## src/vnf_pkg.sv

```systemverilog
package vnf_pkg;

    // Hash multipliers of the lattice avalanche mix.
    localparam logic [31:0] HASH_K_IDX    = 32'h9E3779B1;
    localparam logic [31:0] HASH_K_SEED   = 32'h85EBCA6B;
    localparam logic [31:0] HASH_K_MIX1   = 32'h7FEB352D;
    localparam logic [31:0] HASH_K_MIX2   = 32'h846CA68B;
    // Seed increment from one octave to the next.
    localparam logic [31:0] OCT_SEED_STEP = 32'h1F123BB5;

    // Width of a lattice value and of the blended octave noise (Q0.24).
    localparam int NOISE_W = 24;
    // Width of the fraction and of the smoothstep weight (Q0.16).
    localparam int T_W = 16;

    // Register stages inside one octave lane.
    localparam int LANE_STAGES = 8;

    // Configuration register indexes.
    typedef enum logic {
        REG_BASE_SEED = 1'b0,
        REG_OCTAVES   = 1'b1
    } reg_idx_t;

    // Levels of the registered adder tree over the octave lanes.
    function automatic int vnf_tree_levels(input int lanes);
        int lv;
        lv = $clog2(lanes);
        return (lv < 1) ? 1 : lv;
    endfunction

endpackage

```

## src/vnf_norm.sv

```systemverilog
module vnf_norm
    import vnf_pkg::*;
#(
    parameter int MAX_OCTAVES = 12,
    parameter int CNT_W       = $clog2(MAX_OCTAVES + 1),
    parameter int NORM_STAGES = vnf_tree_levels(MAX_OCTAVES) + 2
) (
    input  logic                                  aclk,
    input  logic [NORM_STAGES-1:0]                en,
    input  logic [CNT_W-1:0]                      octave_count,
    input  logic [MAX_OCTAVES-1:0][NOISE_W-1:0]   noise_lanes,
    output logic [15:0]                           noise_value
);

    localparam int TREE_LV = vnf_tree_levels(MAX_OCTAVES);
    localparam int LEAVES  = 1 << TREE_LV;
    localparam int SUM_W   = NOISE_W + MAX_OCTAVES;
    localparam int REC_W   = MAX_OCTAVES + 26;
    localparam int RSHIFT  = 32 + 2 * MAX_OCTAVES;
    localparam int HALF_W  = (SUM_W + 1) / 2;
    localparam int HIGH_W  = SUM_W - HALF_W;
    localparam int PROD_W  = SUM_W + REC_W;
    localparam int Q_W     = PROD_W - RSHIFT;

    // Heap-ordered adder tree: inner nodes 1..LEAVES-1 are registers, the
    // leaves are the weighted and masked octave values.
    logic [SUM_W-1:0] node [1:2*LEAVES-1];
    logic [SUM_W-1:0] tree_reg [1:LEAVES-1];

    // Octave i carries weight 2^(MAX_OCTAVES-1-i); unused octaves add zero.
    for (genvar i = 0; i < LEAVES; i++) begin : g_leaf
        if (i < MAX_OCTAVES) begin : g_used
            assign node[LEAVES+i] = (octave_count > CNT_W'(i)) ?
                (SUM_W'(noise_lanes[i]) << (MAX_OCTAVES - 1 - i)) : '0;
        end else begin : g_pad
            assign node[LEAVES+i] = '0;
        end
    end

    for (genvar k = 1; k < LEAVES; k++) begin : g_node
        localparam int DEPTH = $clog2(k + 1) - 1;
        localparam int STG   = TREE_LV - 1 - DEPTH;

        assign node[k] = tree_reg[k];

        always_ff @(posedge aclk) begin
            if (en[STG]) begin
                tree_reg[k] <= node[2*k] + node[2*k+1];
            end
        end
    end

    // Reciprocal of 256 * (2^c - 1) * 2^(MAX_OCTAVES - c), rounded up, scaled
    // by 2^RSHIFT: exact floor quotient for every sum the tree can hold.
    logic [REC_W-1:0] recip_tab [0:MAX_OCTAVES];

    for (genvar c = 0; c <= MAX_OCTAVES; c++) begin : g_recip
        if (c == 0) begin : g_none
            assign recip_tab[c] = '0;
        end else begin : g_cnt
            localparam logic [127:0] DEN = (128'd1 << (MAX_OCTAVES + 8)) -
                                           (128'd1 << (MAX_OCTAVES + 8 - c));
            localparam logic [127:0] NUM = 128'd1 << RSHIFT;
            localparam logic [127:0] RC  = (NUM + DEN - 128'd1) / DEN;
            assign recip_tab[c] = RC[REC_W-1:0];
        end
    end

    // Reciprocal multiply, split into two partial products.
    logic [REC_W-1:0]        recip;
    logic [HALF_W+REC_W-1:0] plo_reg;
    logic [HIGH_W+REC_W-1:0] phi_reg;

    assign recip = recip_tab[octave_count];

    always_ff @(posedge aclk) begin
        if (en[TREE_LV]) begin
            plo_reg <= {{REC_W{1'b0}}, tree_reg[1][HALF_W-1:0]} *
                       {{HALF_W{1'b0}}, recip};
            phi_reg <= {{REC_W{1'b0}}, tree_reg[1][SUM_W-1:HALF_W]} *
                       {{HIGH_W{1'b0}}, recip};
        end
    end

    // Recombine, drop the reciprocal scale and clamp to Q0.16.
    logic [PROD_W-1:0] prod_next;
    logic [Q_W-1:0]    q_next;
    logic [15:0]       noise_value_reg;

    assign prod_next = (PROD_W'(phi_reg) << HALF_W) + PROD_W'(plo_reg);
    assign q_next    = prod_next[PROD_W-1:RSHIFT];

    always_ff @(posedge aclk) begin
        if (en[TREE_LV+1]) begin
            noise_value_reg <= (q_next > Q_W'(16'hFFFF)) ? 16'hFFFF : q_next[15:0];
        end
    end

    assign noise_value = noise_value_reg;

endmodule

```

## config.mk

```make
export PLATFORM = sky130hd
export DESIGN_NAME = vnf_norm
export DESIGN_NICKNAME = d
export VERILOG_FILES = /design/src/vnf_pkg.sv /design/src/vnf_norm.sv
export SDC_FILE = /design/constraint.sdc
export NUM_CORES = 2
export LEC_CHECK = 0
export BUFFER_PORTS_ARGS = -buffer_cell sky130_fd_sc_hd__buf_2
export CAP_MARGIN = 25
export CORE_MARGIN = 8
export CORE_UTILIZATION = 55
export CTS_CLUSTER_SIZE = 20
export DETAILED_ROUTE_END_ITERATION = 8
export PLACE_DENSITY_LB_ADDON = 0.15
export SLEW_MARGIN = 20
export SYNTH_ARGS = -nofsm -noshare
export SYNTH_HDL_FRONTEND = slang
export SYNTH_SLANG_ARGS = --single-unit
```

## constraint.sdc

```tcl
create_clock -name aclk -period 10.15 [get_ports aclk]
set_clock_uncertainty 0.2 [all_clocks]
set_input_delay 2.03 -clock aclk [delete_from_list [all_inputs] [get_ports aclk]]
set_output_delay 2.03 -clock aclk [all_outputs]
set_load 0.02 [all_outputs]
```

==> impl_metrics.json <==
{
  "status": "completed",
  "max_slew_margin_pct": 22.1,
  "fin_crit_sh_pct": 90.6,
  "tns_ns": 0,
  "ys.flop_type": "edfxtp_1",
  "fp-row-count": 127,
  "wire_per_inst_um": 22.7,
  "critPathCaptureType": "flip-flop",
  "drv_cap": 0,
  "cts_setup_buffers": 0,
  "gp_congestion": 1.07,
  "synth_nets": 8952,
  "detail-route-antenna-nets": 0,
  "grt_usage_pct": 30.5,
  "final_cell_area_mm2": 0.0723,
  "cts-root-buf": "clkbuf_16",
  "grt_pass1_wl_um": 308000,
  "final_cell_count_no_fill": 8910,
  "synth_area_mm2": 0.0664,
  "dr.pass1.iters": 6,
  "syn_to_final_growth_pct": 8.86,
  "timing.final.setup_violations": 0,
  "cts_sinks": 449,
  "grt-busiest-layer": "met2",
  "grt_use_met3_pct": 7.77,
  "rsz0062_at_grt": "false",
  "vias": 49400,
  "cts-resized-gates": 0,
  "power_density_mw_per_mm2": 348,
  "cp_max_fo": 69,
  "grt_util_met1_pct": 41.1,
  "drt_drc_violations_left": 0,
  "cts_buffers": 51,
  "cp-start-kind": "input port",
  "leakagePower_nw": 36.3,
  "dp_slack_ns": 0.346,
  "grt-ovfl-total": 0,
  "yosysWarnings": 0,
  "dp_hpwl_um": 169000,
  "grt_pass1_vias": 51500,
  "ys_ff_latch": 449,
  "cp-startpoint": "octave_count[2]",
  "ir_drop_mv": 0.574,
  "reg2reg_to": "plo_reg[49]",
  "drt-initial-drc-count": 4306,
  "place_inst": 8809,
  "wirelength_um": 202000,
  "htreeDepth": 2,
  "dieArea_mm2": 0.132,
  "fin_util_pct": 60.3,
  "worst_pin_slew_ns": 1.17,
  "hold_viol_final": 0,
  "seq_area_frac_synth_pct": 20.3,
  "io_buffers": 314,
  "clk_pin_slew_ns": 0.06,
  "nNetsFinal": 9248,
  "reg2regPathDepth": 22,
  "start_util_pct": 55.4,
  "fin_crit_ns": 9.19,
  "min_path_type": "flip-flop to flip-flop",
  "max_freq_ghz": 0.109,
  "worst_slack_ns": 0.958,
  "die_w_um": 363,
  "antenna_found_initial": 13,
  "grt_max_degree": 81,
  "grtUsageMet2_pct": 47.9,
  "avgSynthCellArea_um2": 9.54,
  "clockBufferDepth": 3,
  "die_y_um": 363,
  "worstPathArrival_ns": 9.40,
  "maxSlewViolCount": 0,
  "place_area_mm2": 0.0704,
  "rr_startpoint": "tree_reg[0][43]",
  "synth_cell_types": 91,
  "ios": 315,
  "async_flop_share_pct": 0,
  "synth-edff-count": 449,
  "cts_tree": "done",
  "coreArea_mm2": 0.120,
  "cp.required_ns": 10.36,
  "cts_hold_buf": 0,
  "cp-endpoint": "plo_reg[49]",
  "clk_latency_ns": 0.67,
  "regToRegSetupSlack_ns": 2.24,
  "largest_register_ffs": 339,
  "via_per_inst": 5.54,
  "worstSetupPathType": "input port to flip-flop",
  "drive_above_1_share_pct": 8.58,
  "synth_cells": 6957
}
## report_power, final
group | switching (mW) | leakage [nW] | internal [mW]
Combinational | 11.5 | 31.1 | 7.84
Sequential | 0.405 | 4.37 | 3.43
Clock | 0.801 | 0.856 | 1.18
Total | 12.7 | 36.3 | 12.4
## routing by layer
layer  routed length (um)  part of all wire, %
met5                  117                0.058
met4                 8510                  4.2
met3                19500                  9.6
met2                89700                   44
met1                84200                   42
## Yosys cell counts (12+ instances only)
cell type	count	area, um2
inv_1	1430	5370
fa_1	905	18100
ha_1	791	9900
nand2_1	565	2120
edfxtp_1	449	13500
and2_1	439	2750
a21oi_1	302	1510
nor2_1	253	950
xnor2_1	251	2200
nor2b_1	226	1410
clkbuf_1	197	739
o21ai_0	154	771
a21o_1	132	991
and3_1	118	738
nand3_1	90	450
xor2_1	76	666
nor3_1	73	365
o21bai_1	48	360
nand2b_1	45	282
o21a_1	40	300
or2_2	32	200
a211oi_1	30	225
nand4_1	29	181
a31oi_1	26	163
o21ai_1	24	120
or3_1	21	131
a21boi_0	15	113
o211ai_1	12	90.1
## cells by family (layout without fill, tap and decap cells)
family,Yosys count,count (layout),synth area share (%)
AOI/OAI and AO/OA,909,909,8.89
xor gates and xnor gates,327,327,4.31
adders and majority gates,1696,1696,42.2
buffers and inverters,1640,1977,9.29
DFF,449,449,20.3
muxes,3,3,0.0452
other,0,4,0
and+or+nand+nor,1933,1933,15.0
## how the worst min path moves through the flow
stage,slack [ns],to,cells after the start,startpoint
after floorplan,0.20,tree_reg[0][108],0,tree_reg[1][72]
after global placement,0.20,tree_reg[0][109],0,tree_reg[1][73]
after detailed placement,0.20,tree_reg[0][109],0,tree_reg[1][73]
after CTS,0.19,tree_reg[0][125],0,tree_reg[1][89]
after global routing,0.20,tree_reg[0][125],0,tree_reg[1][89]
final,0.19,tree_reg[0][125],0,tree_reg[1][89]
## layout by cell type (no fill, tap or decap), types with 224 or more instances in the layout
cell type,Yosys,routed
a21oi_1,302,297
and2_1,439,439
buf_2,1,309
edfxtp_1,449,449
fa_1,905,905
ha_1,791,791
inv_1,1430,1430
nand2_1,565,565
nor2_1,253,247
nor2b_1,226,224
xnor2_1,251,251
## critical path, cell delays in order
cell	delay (ns)
buf_4	0.24
buf_4	0.73
nor2_2	0.14
buf_4	0.27
and2_1	0.25
fa_1	0.53
inv_1	0.05
fa_1	0.49
fa_1	0.52
inv_1	0.05
fa_1	0.49
fa_1	0.55
fa_1	0.43
ha_1	0.30
nor3_1	0.41
buf_4	0.22
o311ai_1	0.11
a21oi_2	0.25
nor4_2	0.09
buf_4	0.15
o21ai_1	0.29
buf_4	0.18
a21oi_1	0.07
a21o_1	0.20
a21oi_1	0.21
xnor2_1	0.11
## cell type report
type                            instances  area (um2)
Multi-Input combinational cell       4868       46800
Tap cell                             1612        2020
Fill cell                           10600       47500
Clock inverter                         31         449
Timing Repair Buffer                  451        2760
Clock buffer                           63        1340
Inverter                             1432        5380
Antenna cell                            4        10.0
Sequential cell                       449       13500
## per-stage QoR
step | hold slack (ns) | power [mW]
final | 0.186 | 25.1
after floorplan | 0.200 | 16.8
after global placement | 0.201 | 22.5
after detailed placement | 0.205 | 22.9
after CTS | 0.194 | 25.0
after global routing | 0.203 | 27.5
Note: power is estimated with default switching activity, not from simulation.
