--- config.mk ---
export PLATFORM = sky130hd
export DESIGN_NAME = vnf_pipe_ctrl
export DESIGN_NICKNAME = d
export VERILOG_FILES = /design/src/vnf_pipe_ctrl.sv
export SDC_FILE = /design/constraint.sdc
export NUM_CORES = 1
export LEC_CHECK = 0
export BUFFER_PORTS_ARGS = -buffer_cell sky130_fd_sc_hd__buf_2
export CAP_MARGIN = 0
export CORE_MARGIN = 3
export CORE_UTILIZATION = 30
export CTS_BUF_LIST = sky130_fd_sc_hd__clkbuf_8
export DETAILED_ROUTE_END_ITERATION = 10
export GPL_ROUTABILITY_DRIVEN = 0
export SYNTH_ARGS = -nofsm -noshare
export SYNTH_HDL_FRONTEND = slang
export SYNTH_SLANG_ARGS = --single-unit
--- constraint.sdc ---
create_clock -name aclk -period 3.4 [get_ports aclk]
set_clock_uncertainty 0.2 [all_clocks]
set_input_delay 0.51 -clock aclk [delete_from_list [all_inputs] [get_ports aclk]]
set_output_delay 0.51 -clock aclk [all_outputs]
set_load 0.02 [all_outputs]
--- src/vnf_pipe_ctrl.sv ---
module vnf_pipe_ctrl #(
    parameter int STAGES = 14
) (
    input  logic              aclk,
    input  logic              aresetn,
    input  logic              s_tvalid,
    output logic              s_tready,
    output logic              m_tvalid,
    input  logic              m_tready,
    output logic [STAGES-1:0] en
);

    logic [STAGES-1:0] vld_reg;
    logic [STAGES-1:0] vld_next;

    // A stage may load when it or any stage after it is empty, or the
    // output beat leaves in this cycle.
    for (genvar k = 0; k < STAGES; k++) begin : g_rdy
        assign en[k] = m_tready | ~(&vld_reg[STAGES-1:k]);
    end

    // Valid bits follow the data one stage per enabled cycle.
    always_comb begin
        vld_next = vld_reg;
        for (int k = 0; k < STAGES; k++) begin
            if (en[k]) begin
                vld_next[k] = (k == 0) ? s_tvalid : vld_reg[(k == 0) ? 0 : k - 1];
            end
        end
    end

    always_ff @(posedge aclk) begin
        if (!aresetn) begin
            vld_reg <= '0;
        end else begin
            vld_reg <= vld_next;
        end
    end

    assign s_tready = en[0];
    assign m_tvalid = vld_reg[STAGES-1];

endmodule

==> impl_metrics.xml, run 1 <==
<?xml version="1.0" encoding="UTF-8"?>
<metrics>
  <group name="run_status">
    <metric name="outcome" unit="">finished, final reports clean</metric>
  </group>
  <group name="worst_setup_path">
    <metric name="cp_data_required_time" unit="ns">2.69</metric>
    <metric name="critical_path_peak_fanout" unit="">8</metric>
    <metric name="critical-path-top-cell-by-count" unit="">buf_2</metric>
    <metric name="crit_path_start_kind" unit="">primary input</metric>
    <metric name="timing_worst_setup_path_type" unit="">primary input to primary output</metric>
    <metric name="timing.critical_path.arrival" unit="ns">1.50</metric>
    <metric name="path_cells" unit="">buf_2 -&gt; and4b_4 -&gt; and2_4 -&gt; nand4_1 -&gt; buf_2</metric>
    <metric name="timing.critical_path.max_delay_family" unit="">simple AND/OR/NAND/NOR gates</metric>
    <metric name="worstPathBufferInverterCount" unit="">2</metric>
    <metric name="crit_path_top_delay_cell" unit="">and4b_4</metric>
    <metric name="cp_capture_type" unit="">primary output</metric>
    <metric name="critical_path_max_stage_delay" unit="ns">0.38</metric>
  </group>
  <group name="clock_tree">
    <metric name="clock_sinks" unit="">14</metric>
    <metric name="cts_tree" unit="">done</metric>
    <metric name="number_of_hold_repair_buffers_added_at_the_cts_stage" unit="">0</metric>
    <metric name="tritoncts.num_buffers" unit="">3</metric>
    <metric name="cts.clk_slew.worst_paths" unit="ns">0.06</metric>
    <metric name="post_cts.repair.setup_buffers" unit="">0</metric>
    <metric name="clkLatencyLatePin" unit="ns">0.24</metric>
    <metric name="cts-root-buf" unit="">clkbuf_8</metric>
    <metric name="cts_htree_levels" unit="">1</metric>
    <metric name="cts-resized-gates" unit="">0</metric>
    <metric name="max-clock-path-buffers" unit="">2</metric>
  </group>
  <group name="routing">
    <metric name="detailedRoute.firstIterationViolations" unit="">4</metric>
    <metric name="drt_pass1_iterations" unit="">3</metric>
    <metric name="avgRoutedWirePerCell" unit="µm">10.9</metric>
    <metric name="vias_after_detailed_routing" unit="">536</metric>
    <metric name="via_per_inst" unit="">4.58</metric>
    <metric name="detail_route.drc_violations" unit="">0</metric>
    <metric name="final_antenna_net_count" unit="">0</metric>
    <metric name="wl" unit="µm">1280</metric>
  </group>
  <group name="sta">
    <metric name="max_clock_freq" unit="GHz">0.452</metric>
    <metric name="grt_setup_unrepaired" unit="">false</metric>
    <metric name="timing_hold_violations_final" unit="">0</metric>
    <metric name="totalNegativeSetupSlack" unit="ns">0</metric>
    <metric name="finalMaxSlewViolations" unit="">0</metric>
    <metric name="postLayoutSetupSlackWorst" unit="ns">1.19</metric>
    <metric name="fin_crit" unit="ns">2.21</metric>
    <metric name="slew_headroom" unit="%">69.1</metric>
    <metric name="fin_crit_sh" unit="%">65.1</metric>
    <metric name="worstMarginPinSlew" unit="ns">0.463</metric>
    <metric name="setup_viols_final" unit="">0</metric>
  </group>
  <group name="finish">
    <metric name="area_of_the_multi_input_gates" unit="µm²">320</metric>
    <metric name="ff_latch_area" unit="µm²">280</metric>
    <metric name="nets_final" unit="">95</metric>
    <metric name="antenna-diode-count" unit="">0</metric>
    <metric name="largest_register_ff_count" unit="">14</metric>
    <metric name="n_fill_cell" unit="">217</metric>
    <metric name="area_delta_synth_final" unit="%">23.1</metric>
    <metric name="layout.cells.non_filler" unit="">117</metric>
    <metric name="post_route_cells_drive_above_1_share" unit="%">33.3</metric>
  </group>
  <group name="run">
    <metric name="maxCapViolations" unit="">0</metric>
  </group>
  <group name="die">
    <metric name="die_y" unit="µm">52.8</metric>
    <metric name="fp-row-count" unit="">16</metric>
    <metric name="placeable_core_area" unit="mm²">0.00202</metric>
    <metric name="top_level_ports" unit="">20</metric>
    <metric name="die_width" unit="µm">52.8</metric>
    <metric name="die_area" unit="mm²">0.00278</metric>
    <metric name="start_util" unit="%">32.4</metric>
  </group>
  <group name="synthesis">
    <metric name="synthesis.nets" unit="">76</metric>
    <metric name="synth_cells" unit="">72</metric>
    <metric name="synthesis.yosys.warnings" unit="">0</metric>
    <metric name="postSynthRegisterBits" unit="">14</metric>
    <metric name="synthesized_area_divided_by_synthesized_cell_count" unit="µm²">9.11</metric>
    <metric name="synth.yosys.seq_area_share" unit="%">42.7</metric>
    <metric name="ys_types" unit="">26</metric>
    <metric name="syn_area" unit="µm²">656</metric>
  </group>
  <group name="global_routing">
    <metric name="grt_pass1_vias" unit="">501</metric>
    <metric name="grt_antenna_before_repair" unit="">0</metric>
    <metric name="grt_overflow" unit="">0</metric>
    <metric name="global_route_wire_length_before_repair" unit="µm">2200</metric>
    <metric name="grt_max_degree" unit="">19</metric>
    <metric name="groute.usage.overall" unit="%">10.8</metric>
  </group>
  <group name="power_and_ir_drop">
    <metric name="max-vdd-ir-drop" unit="µV">188</metric>
    <metric name="leakage_power_figure" unit="nW">0.303</metric>
    <metric name="power_density" unit="mW/mm²">417</metric>
  </group>
  <group name="placement">
    <metric name="cell_count_after_placement" unit="">113</metric>
    <metric name="numPortBuffers" unit="">19</metric>
    <metric name="post-dp-hpwl" unit="µm">926</metric>
    <metric name="dp_slack" unit="ns">1.18</metric>
  </group>
  <group name="worst_hold_path">
    <metric name="timing.hold.worst.class" unit="">register to register</metric>
  </group>
</metrics>
==> cell families (layout without fill, tap and decap cells) <==
logic type             Yosys count  after routing  share of synthesized area (%)
DFF                             14             14                           42.7
AOI/OAI and AO/OA               14             14                           13.4
and+or+nand+nor                 33             33                           35.5
buffers and inverters           11             29                           8.40
==> worst reg2reg max path, stage by stage, from the launching register on <==
cell and delay, ns:
dfxtp_1 0.41, and2_0 0.44, nand4_4 0.16, a21boi_1 0.17
==> cell usage after synthesis <==
| cell | count | area, µm² |
|---|---|---|
| and3_1 | 1 | 6.26 |
| dfxtp_1 | 14 | 280 |
| and4_1 | 2 | 17.5 |
| and3_4 | 1 | 11.3 |
| a21boi_0 | 1 | 7.51 |
| buf_4 | 1 | 7.51 |
| inv_1 | 6 | 22.5 |
| and2_4 | 1 | 8.76 |
| a21oi_1 | 2 | 10.0 |
| and2_1 | 1 | 6.26 |
| nand4_4 | 2 | 42.5 |
| nand4_1 | 2 | 12.5 |
| nand2_1 | 10 | 37.5 |
| a21boi_1 | 2 | 15.0 |
| and4b_2 | 1 | 11.3 |
| and2_0 | 1 | 6.26 |
| buf_2 | 2 | 10.0 |
| and4b_4 | 1 | 13.8 |
| a31oi_1 | 2 | 12.5 |
| and2b_2 | 1 | 8.76 |
| o21a_1 | 3 | 22.5 |
| buf_6 | 1 | 11.3 |
| clkbuf_1 | 1 | 3.75 |
| nand3_1 | 5 | 25.0 |
| o21ai_1 | 4 | 20.0 |
| nor2b_1 | 4 | 25.0 |
==> worst paths after layout <==
check	startpoint	end	slack (ns)	cells past startpoint
min	vld_reg[2]	vld_reg[3]	0.26	2
min reg2reg	vld_reg[2]	vld_reg[3]	0.26	2
max reg2reg	vld_reg[7]	vld_reg[5]	1.95	3
max	m_tready	en[0]	1.19	5
==> layer usage <==
metal	up-vias	share of wire, %	GRT usage, %
met3	2	5.6	2.56
met2	13	43	16.3
met1	237	49	13.8
met4	0	1.6	6.38
li1	284	-	-
met5	-	0	0
==> through the flow <==
step	hold WS (ns)	area [µm²]	power [mW]	utilization, %
floorplan	0.221	656	0.177	-
global placement	0.241	752	0.179	37.2
detailed placement	0.249	752	0.179	37.2
CTS	0.259	807	0.341	39.9
global route	0.272	807	0.352	39.9
finish	0.259	807	0.337	39.9
==> power by group <==
group	internal [mW]	switching [mW]	total (mW)
Clock	0.102	0.0588	0.161
Sequential	0.166	0.00168	0.168
Combinational	0.00386	0.00417	0.00803
==> final cells by class <==
type                    instances  share of cell area, %
clock buffers                   4                   6.82
inverters                       6                   2.79
multi-input cells              47                   39.7
flip-flops and latches         14                   34.7
well taps                      27                   4.19
repair buffers                 19                   11.8
==> cells in the final DEF, fill, tap and decap left out, drive strengths merged <==
cell type and n:
and2b 1, buf 19, o21a 3, and4b 2
nand4 4, a21boi 3, dfxtp 14, clkbuf 4
a21oi 2, nand2 10, and2 3, nand3 5
nor2b 4, o21ai 4, and4 2, and3 2
a31oi 2, inv 6
Note: power is estimated with default switching activity, not from simulation.
==> inputs of run 2 (changes only) <==
--- a/config.mk
+++ b/config.mk
@@ -5,6 +5,7 @@
 export SDC_FILE = /design/constraint.sdc
 export NUM_CORES = 1
 export LEC_CHECK = 0
+export ABC_AREA = 1
 export BUFFER_PORTS_ARGS = -buffer_cell sky130_fd_sc_hd__buf_2
 export CAP_MARGIN = 0
 export CORE_MARGIN = 3
==> constraint.sdc (replaced) <==
create_clock -name aclk -period 2.25 [get_ports aclk]
set_clock_uncertainty 0.2 [all_clocks]
set_input_delay 0.3375 -clock aclk [delete_from_list [all_inputs] [get_ports aclk]]
set_output_delay 0.3375 -clock aclk [all_outputs]
set_load 0.02 [all_outputs]
==> impl_metrics.xml, run 2 <==
<?xml version="1.0" encoding="UTF-8"?>
<metrics>
  <group name="clock_tree">
    <metric name="cts_tree" unit="">done</metric>
    <metric name="number_of_hold_repair_buffers_added_at_the_cts_stage" unit="">0</metric>
    <metric name="cts-resized-gates" unit="">0</metric>
    <metric name="post_cts.repair.setup_buffers" unit="">0</metric>
    <metric name="tritoncts.num_buffers" unit="">3</metric>
    <metric name="cts.clk_slew.worst_paths" unit="ns">0.06</metric>
    <metric name="clkLatencyLatePin" unit="ns">0.25</metric>
    <metric name="cts-root-buf" unit="">clkbuf_8</metric>
    <metric name="clock_sinks" unit="">14</metric>
    <metric name="cts_htree_levels" unit="">1</metric>
    <metric name="max-clock-path-buffers" unit="">2</metric>
  </group>
  <group name="sta">
    <metric name="timing_hold_violations_final" unit="">0</metric>
    <metric name="slew_headroom" unit="%">72.0</metric>
    <metric name="postLayoutSetupSlackWorst" unit="ns">0.366</metric>
    <metric name="grt_setup_unrepaired" unit="">false</metric>
    <metric name="setup_viols_final" unit="">0</metric>
    <metric name="worstMarginPinSlew" unit="ns">0.420</metric>
    <metric name="totalNegativeSetupSlack" unit="ns">0</metric>
    <metric name="finalMaxSlewViolations" unit="">0</metric>
    <metric name="max_clock_freq" unit="GHz">0.531</metric>
    <metric name="fin_crit" unit="ns">1.88</metric>
    <metric name="fin_crit_sh" unit="%">83.7</metric>
  </group>
  <group name="worst_setup_path">
    <metric name="worstPathBufferInverterCount" unit="">2</metric>
    <metric name="crit-reg2reg-launch" unit="">vld_reg[13]</metric>
    <metric name="startpoint" unit="">vld_reg[13]</metric>
    <metric name="crit_path_top_delay_cell" unit="">dfxtp_1</metric>
    <metric name="crit_path_start_kind" unit="">register</metric>
    <metric name="worst-r2r-cell-count" unit="">6</metric>
    <metric name="critical_path_peak_fanout" unit="">4</metric>
    <metric name="critical_path_max_stage_delay" unit="ns">0.37</metric>
    <metric name="cp_data_required_time" unit="ns">1.71</metric>
    <metric name="timing.critical_path.max_delay_family" unit="">simple AND/OR/NAND/NOR gates</metric>
    <metric name="cp_capture_type" unit="">primary output</metric>
    <metric name="critical_path.reg2reg.endpoint" unit="">vld_reg[5]</metric>
    <metric name="timing_worst_setup_path_type" unit="">register to primary output</metric>
    <metric name="path_cells" unit="">inv_1 -&gt; nor2_4 -&gt; nand2_4 -&gt; nor2_4 -&gt; nand4_1 -&gt; buf_2</metric>
    <metric name="timing.critical_path.arrival" unit="ns">1.35</metric>
    <metric name="worst-r2r-setup-slack" unit="ns">0.95</metric>
    <metric name="critical-path-top-cell-by-count" unit="">nor2_4</metric>
  </group>
  <group name="die">
    <metric name="fp-row-count" unit="">16</metric>
    <metric name="start_util" unit="%">32.6</metric>
    <metric name="die_area" unit="mm²">0.00280</metric>
    <metric name="die_y" unit="µm">52.9</metric>
    <metric name="die_width" unit="µm">52.9</metric>
    <metric name="placeable_core_area" unit="mm²">0.00202</metric>
    <metric name="top_level_ports" unit="">20</metric>
  </group>
  <group name="routing">
    <metric name="vias_after_detailed_routing" unit="">625</metric>
    <metric name="final_antenna_net_count" unit="">0</metric>
    <metric name="detailedRoute.firstIterationViolations" unit="">14</metric>
    <metric name="via_per_inst" unit="">4.50</metric>
    <metric name="wl" unit="µm">1500</metric>
    <metric name="drt_pass1_iterations" unit="">4</metric>
    <metric name="detail_route.drc_violations" unit="">0</metric>
    <metric name="avgRoutedWirePerCell" unit="µm">10.8</metric>
  </group>
  <group name="synthesis">
    <metric name="yosysMostFrequentCell" unit="">inv_1</metric>
    <metric name="synth-main-ff-cell" unit="">dfxtp_1</metric>
    <metric name="synth.area.mux_share" unit="%">0</metric>
    <metric name="post_synth_and_or_nand_nor_area_fraction" unit="%">34.9</metric>
    <metric name="synth_top_area_share" unit="%">42.5</metric>
    <metric name="combinational_family_with_the_most_area_after_synthesis" unit="">simple AND/OR/NAND/NOR gates</metric>
    <metric name="synth.yosys.seq_area_share" unit="%">42.5</metric>
    <metric name="synth-xor-area-share" unit="%">0</metric>
    <metric name="ys_types" unit="">16</metric>
    <metric name="postSynthRegisterBits" unit="">14</metric>
    <metric name="synth-async-reset-ratio" unit="%">0</metric>
    <metric name="synthesis.nets" unit="">95</metric>
    <metric name="synthesis.yosys.warnings" unit="">0</metric>
    <metric name="synth_top_cells_by_area" unit="">dfxtp_1 (43%), inv_1 (9.7%), nand2_1 (8.0%), nor2_1 (7.4%), a21oi_1 (6.8%)</metric>
    <metric name="synthesized_area_divided_by_synthesized_cell_count" unit="µm²">7.25</metric>
    <metric name="yosys.area_share.adder" unit="%">0</metric>
    <metric name="syn_area" unit="µm²">659</metric>
    <metric name="synth_compound_area_share" unit="%">10.6</metric>
    <metric name="yosysTopAreaCell" unit="">dfxtp_1</metric>
    <metric name="synth_cells" unit="">91</metric>
    <metric name="synth.cells.most_frequent" unit="">inv_1 (17), dfxtp_1 (14), nand2_1 (14)</metric>
    <metric name="synth_edf_count" unit="">0</metric>
  </group>
  <group name="worst_hold_path">
    <metric name="timing.hold.worst.class" unit="">primary input to register</metric>
    <metric name="hold_ep" unit="">vld_reg[9]</metric>
    <metric name="timing.hold.worst.start" unit="">aresetn</metric>
    <metric name="timing.hold.worst_path_depth" unit="">2</metric>
  </group>
  <group name="global_routing">
    <metric name="grt_antenna_before_repair" unit="">0</metric>
    <metric name="grt_pass1_vias" unit="">600</metric>
    <metric name="grt_overflow" unit="">0</metric>
    <metric name="grt_max_degree" unit="">14</metric>
    <metric name="groute.usage.overall" unit="%">13.1</metric>
    <metric name="global_route_wire_length_before_repair" unit="µm">2630</metric>
  </group>
  <group name="run">
    <metric name="maxCapViolations" unit="">0</metric>
  </group>
  <group name="finish">
    <metric name="area_of_the_multi_input_gates" unit="µm²">300</metric>
    <metric name="utilization" unit="%">41.2</metric>
    <metric name="post_route_cells_drive_above_1_share" unit="%">32.1</metric>
    <metric name="layout.cells.most_common_list" unit="">buf_2 (19), inv_1 (17), nand2_1 (14), dfxtp_1 (14), nor2_1 (13)</metric>
    <metric name="most_common_cell_after_layout_fill_and_taps_aside" unit="">buf_2</metric>
    <metric name="area_delta_synth_final" unit="%">26.2</metric>
    <metric name="ff_latch_area" unit="µm²">280</metric>
    <metric name="antenna-diode-count" unit="">0</metric>
    <metric name="nets_final" unit="">117</metric>
    <metric name="n_fill_cell" unit="">229</metric>
    <metric name="largest_register_ff_count" unit="">14</metric>
  </group>
  <group name="power_and_ir_drop">
    <metric name="power_density" unit="mW/mm²">614</metric>
    <metric name="leakage_power_figure" unit="nW">0.272</metric>
    <metric name="post-layout-total-power" unit="mW">0.511</metric>
    <metric name="max-vdd-ir-drop" unit="µV">327</metric>
  </group>
  <group name="placement">
    <metric name="dp_slack" unit="ns">0.625</metric>
    <metric name="post-dp-hpwl" unit="µm">1200</metric>
    <metric name="numPortBuffers" unit="">19</metric>
  </group>
  <group name="run_status">
    <metric name="outcome" unit="">finished, final reports clean</metric>
  </group>
</metrics>
-- run 2: cell types whose count changed after synthesis, moves of 3 or more --
cell,change
a21oi_1,+7
inv_1,+11
nand2_1,+4
nand2_2,+3
nand4_1,+3
nor2_1,+13
nor2_2,+3
nor2_4,+3
nor2b_1,-4
o21ai_1,-4
-- run 2: layer usage --
metal  GRT usage, %  vias up  wire length [µm]
met2           19.2       21               668
li1               -      324                 -
met4           6.38        0                19
met5              0        -                 0
met1           17.6      278               715
met3           3.38        2                92
-- run 2: how the worst max path moves through the flow --
| stage | to | slack [ns] | cells after the start |
|---|---|---|---|
| 2_1_floorplan | en[0] | 0.42 | 4 |
| 3_3_place_gp | en[3] | 0.63 | 6 |
| 3_5_place_dp | en[3] | 0.62 | 6 |
| 4_1_cts | en[3] | 0.35 | 6 |
| 5_1_grt | en[3] | 0.23 | 6 |
| 6_report | en[3] | 0.37 | 6 |
-- run 2: power by group --
group	leakage (nW)	internal [mW]	switching, mW	total (mW)
registers	0.113	0.251	0.00204	0.253
logic	0.130	0.00384	0.00833	0.0122
clock network	0.0288	0.155	0.0906	0.246
total	0.272	0.410	0.101	0.511
-- run 2: final cells by class --
type                    count  share of cell area, %
clock buffers               4                   6.62
inverters                  18                   8.12
multi-input cells          57                   36.1
flip-flops and latches     14                   33.7
well taps                  27                   4.06
repair buffers             19                   11.4
-- run 2: kinds of logic (layout without fill, tap and decap cells) --
family	after synthesis	in the layout
buffers and inverters	20	41
AND/OR/NAND/NOR	45	45
flip-flops	14	14
AO/OA/AOI/OAI	12	12
-- run 2: worst register-to-register path, delay by kind of cell, from the launching register on --
kind | cells | cell delay, ns
AO/OA/AOI/OAI | 1 | 0.11
buffers and inverters | 1 | 0.08
flip-flops | 1 | 0.37
AND/OR/NAND/NOR | 4 | 0.48
-- run 2: through the flow --
stage	cells	hold WS, ns	cell area (µm²)
6_report	139	0.107	832
3_5_place_dp	135	0.244	777
2_1_floorplan	91	0.230	659
4_1_cts	139	0.113	832
3_3_place_gp	135	0.243	777
5_1_grt	139	0.125	832
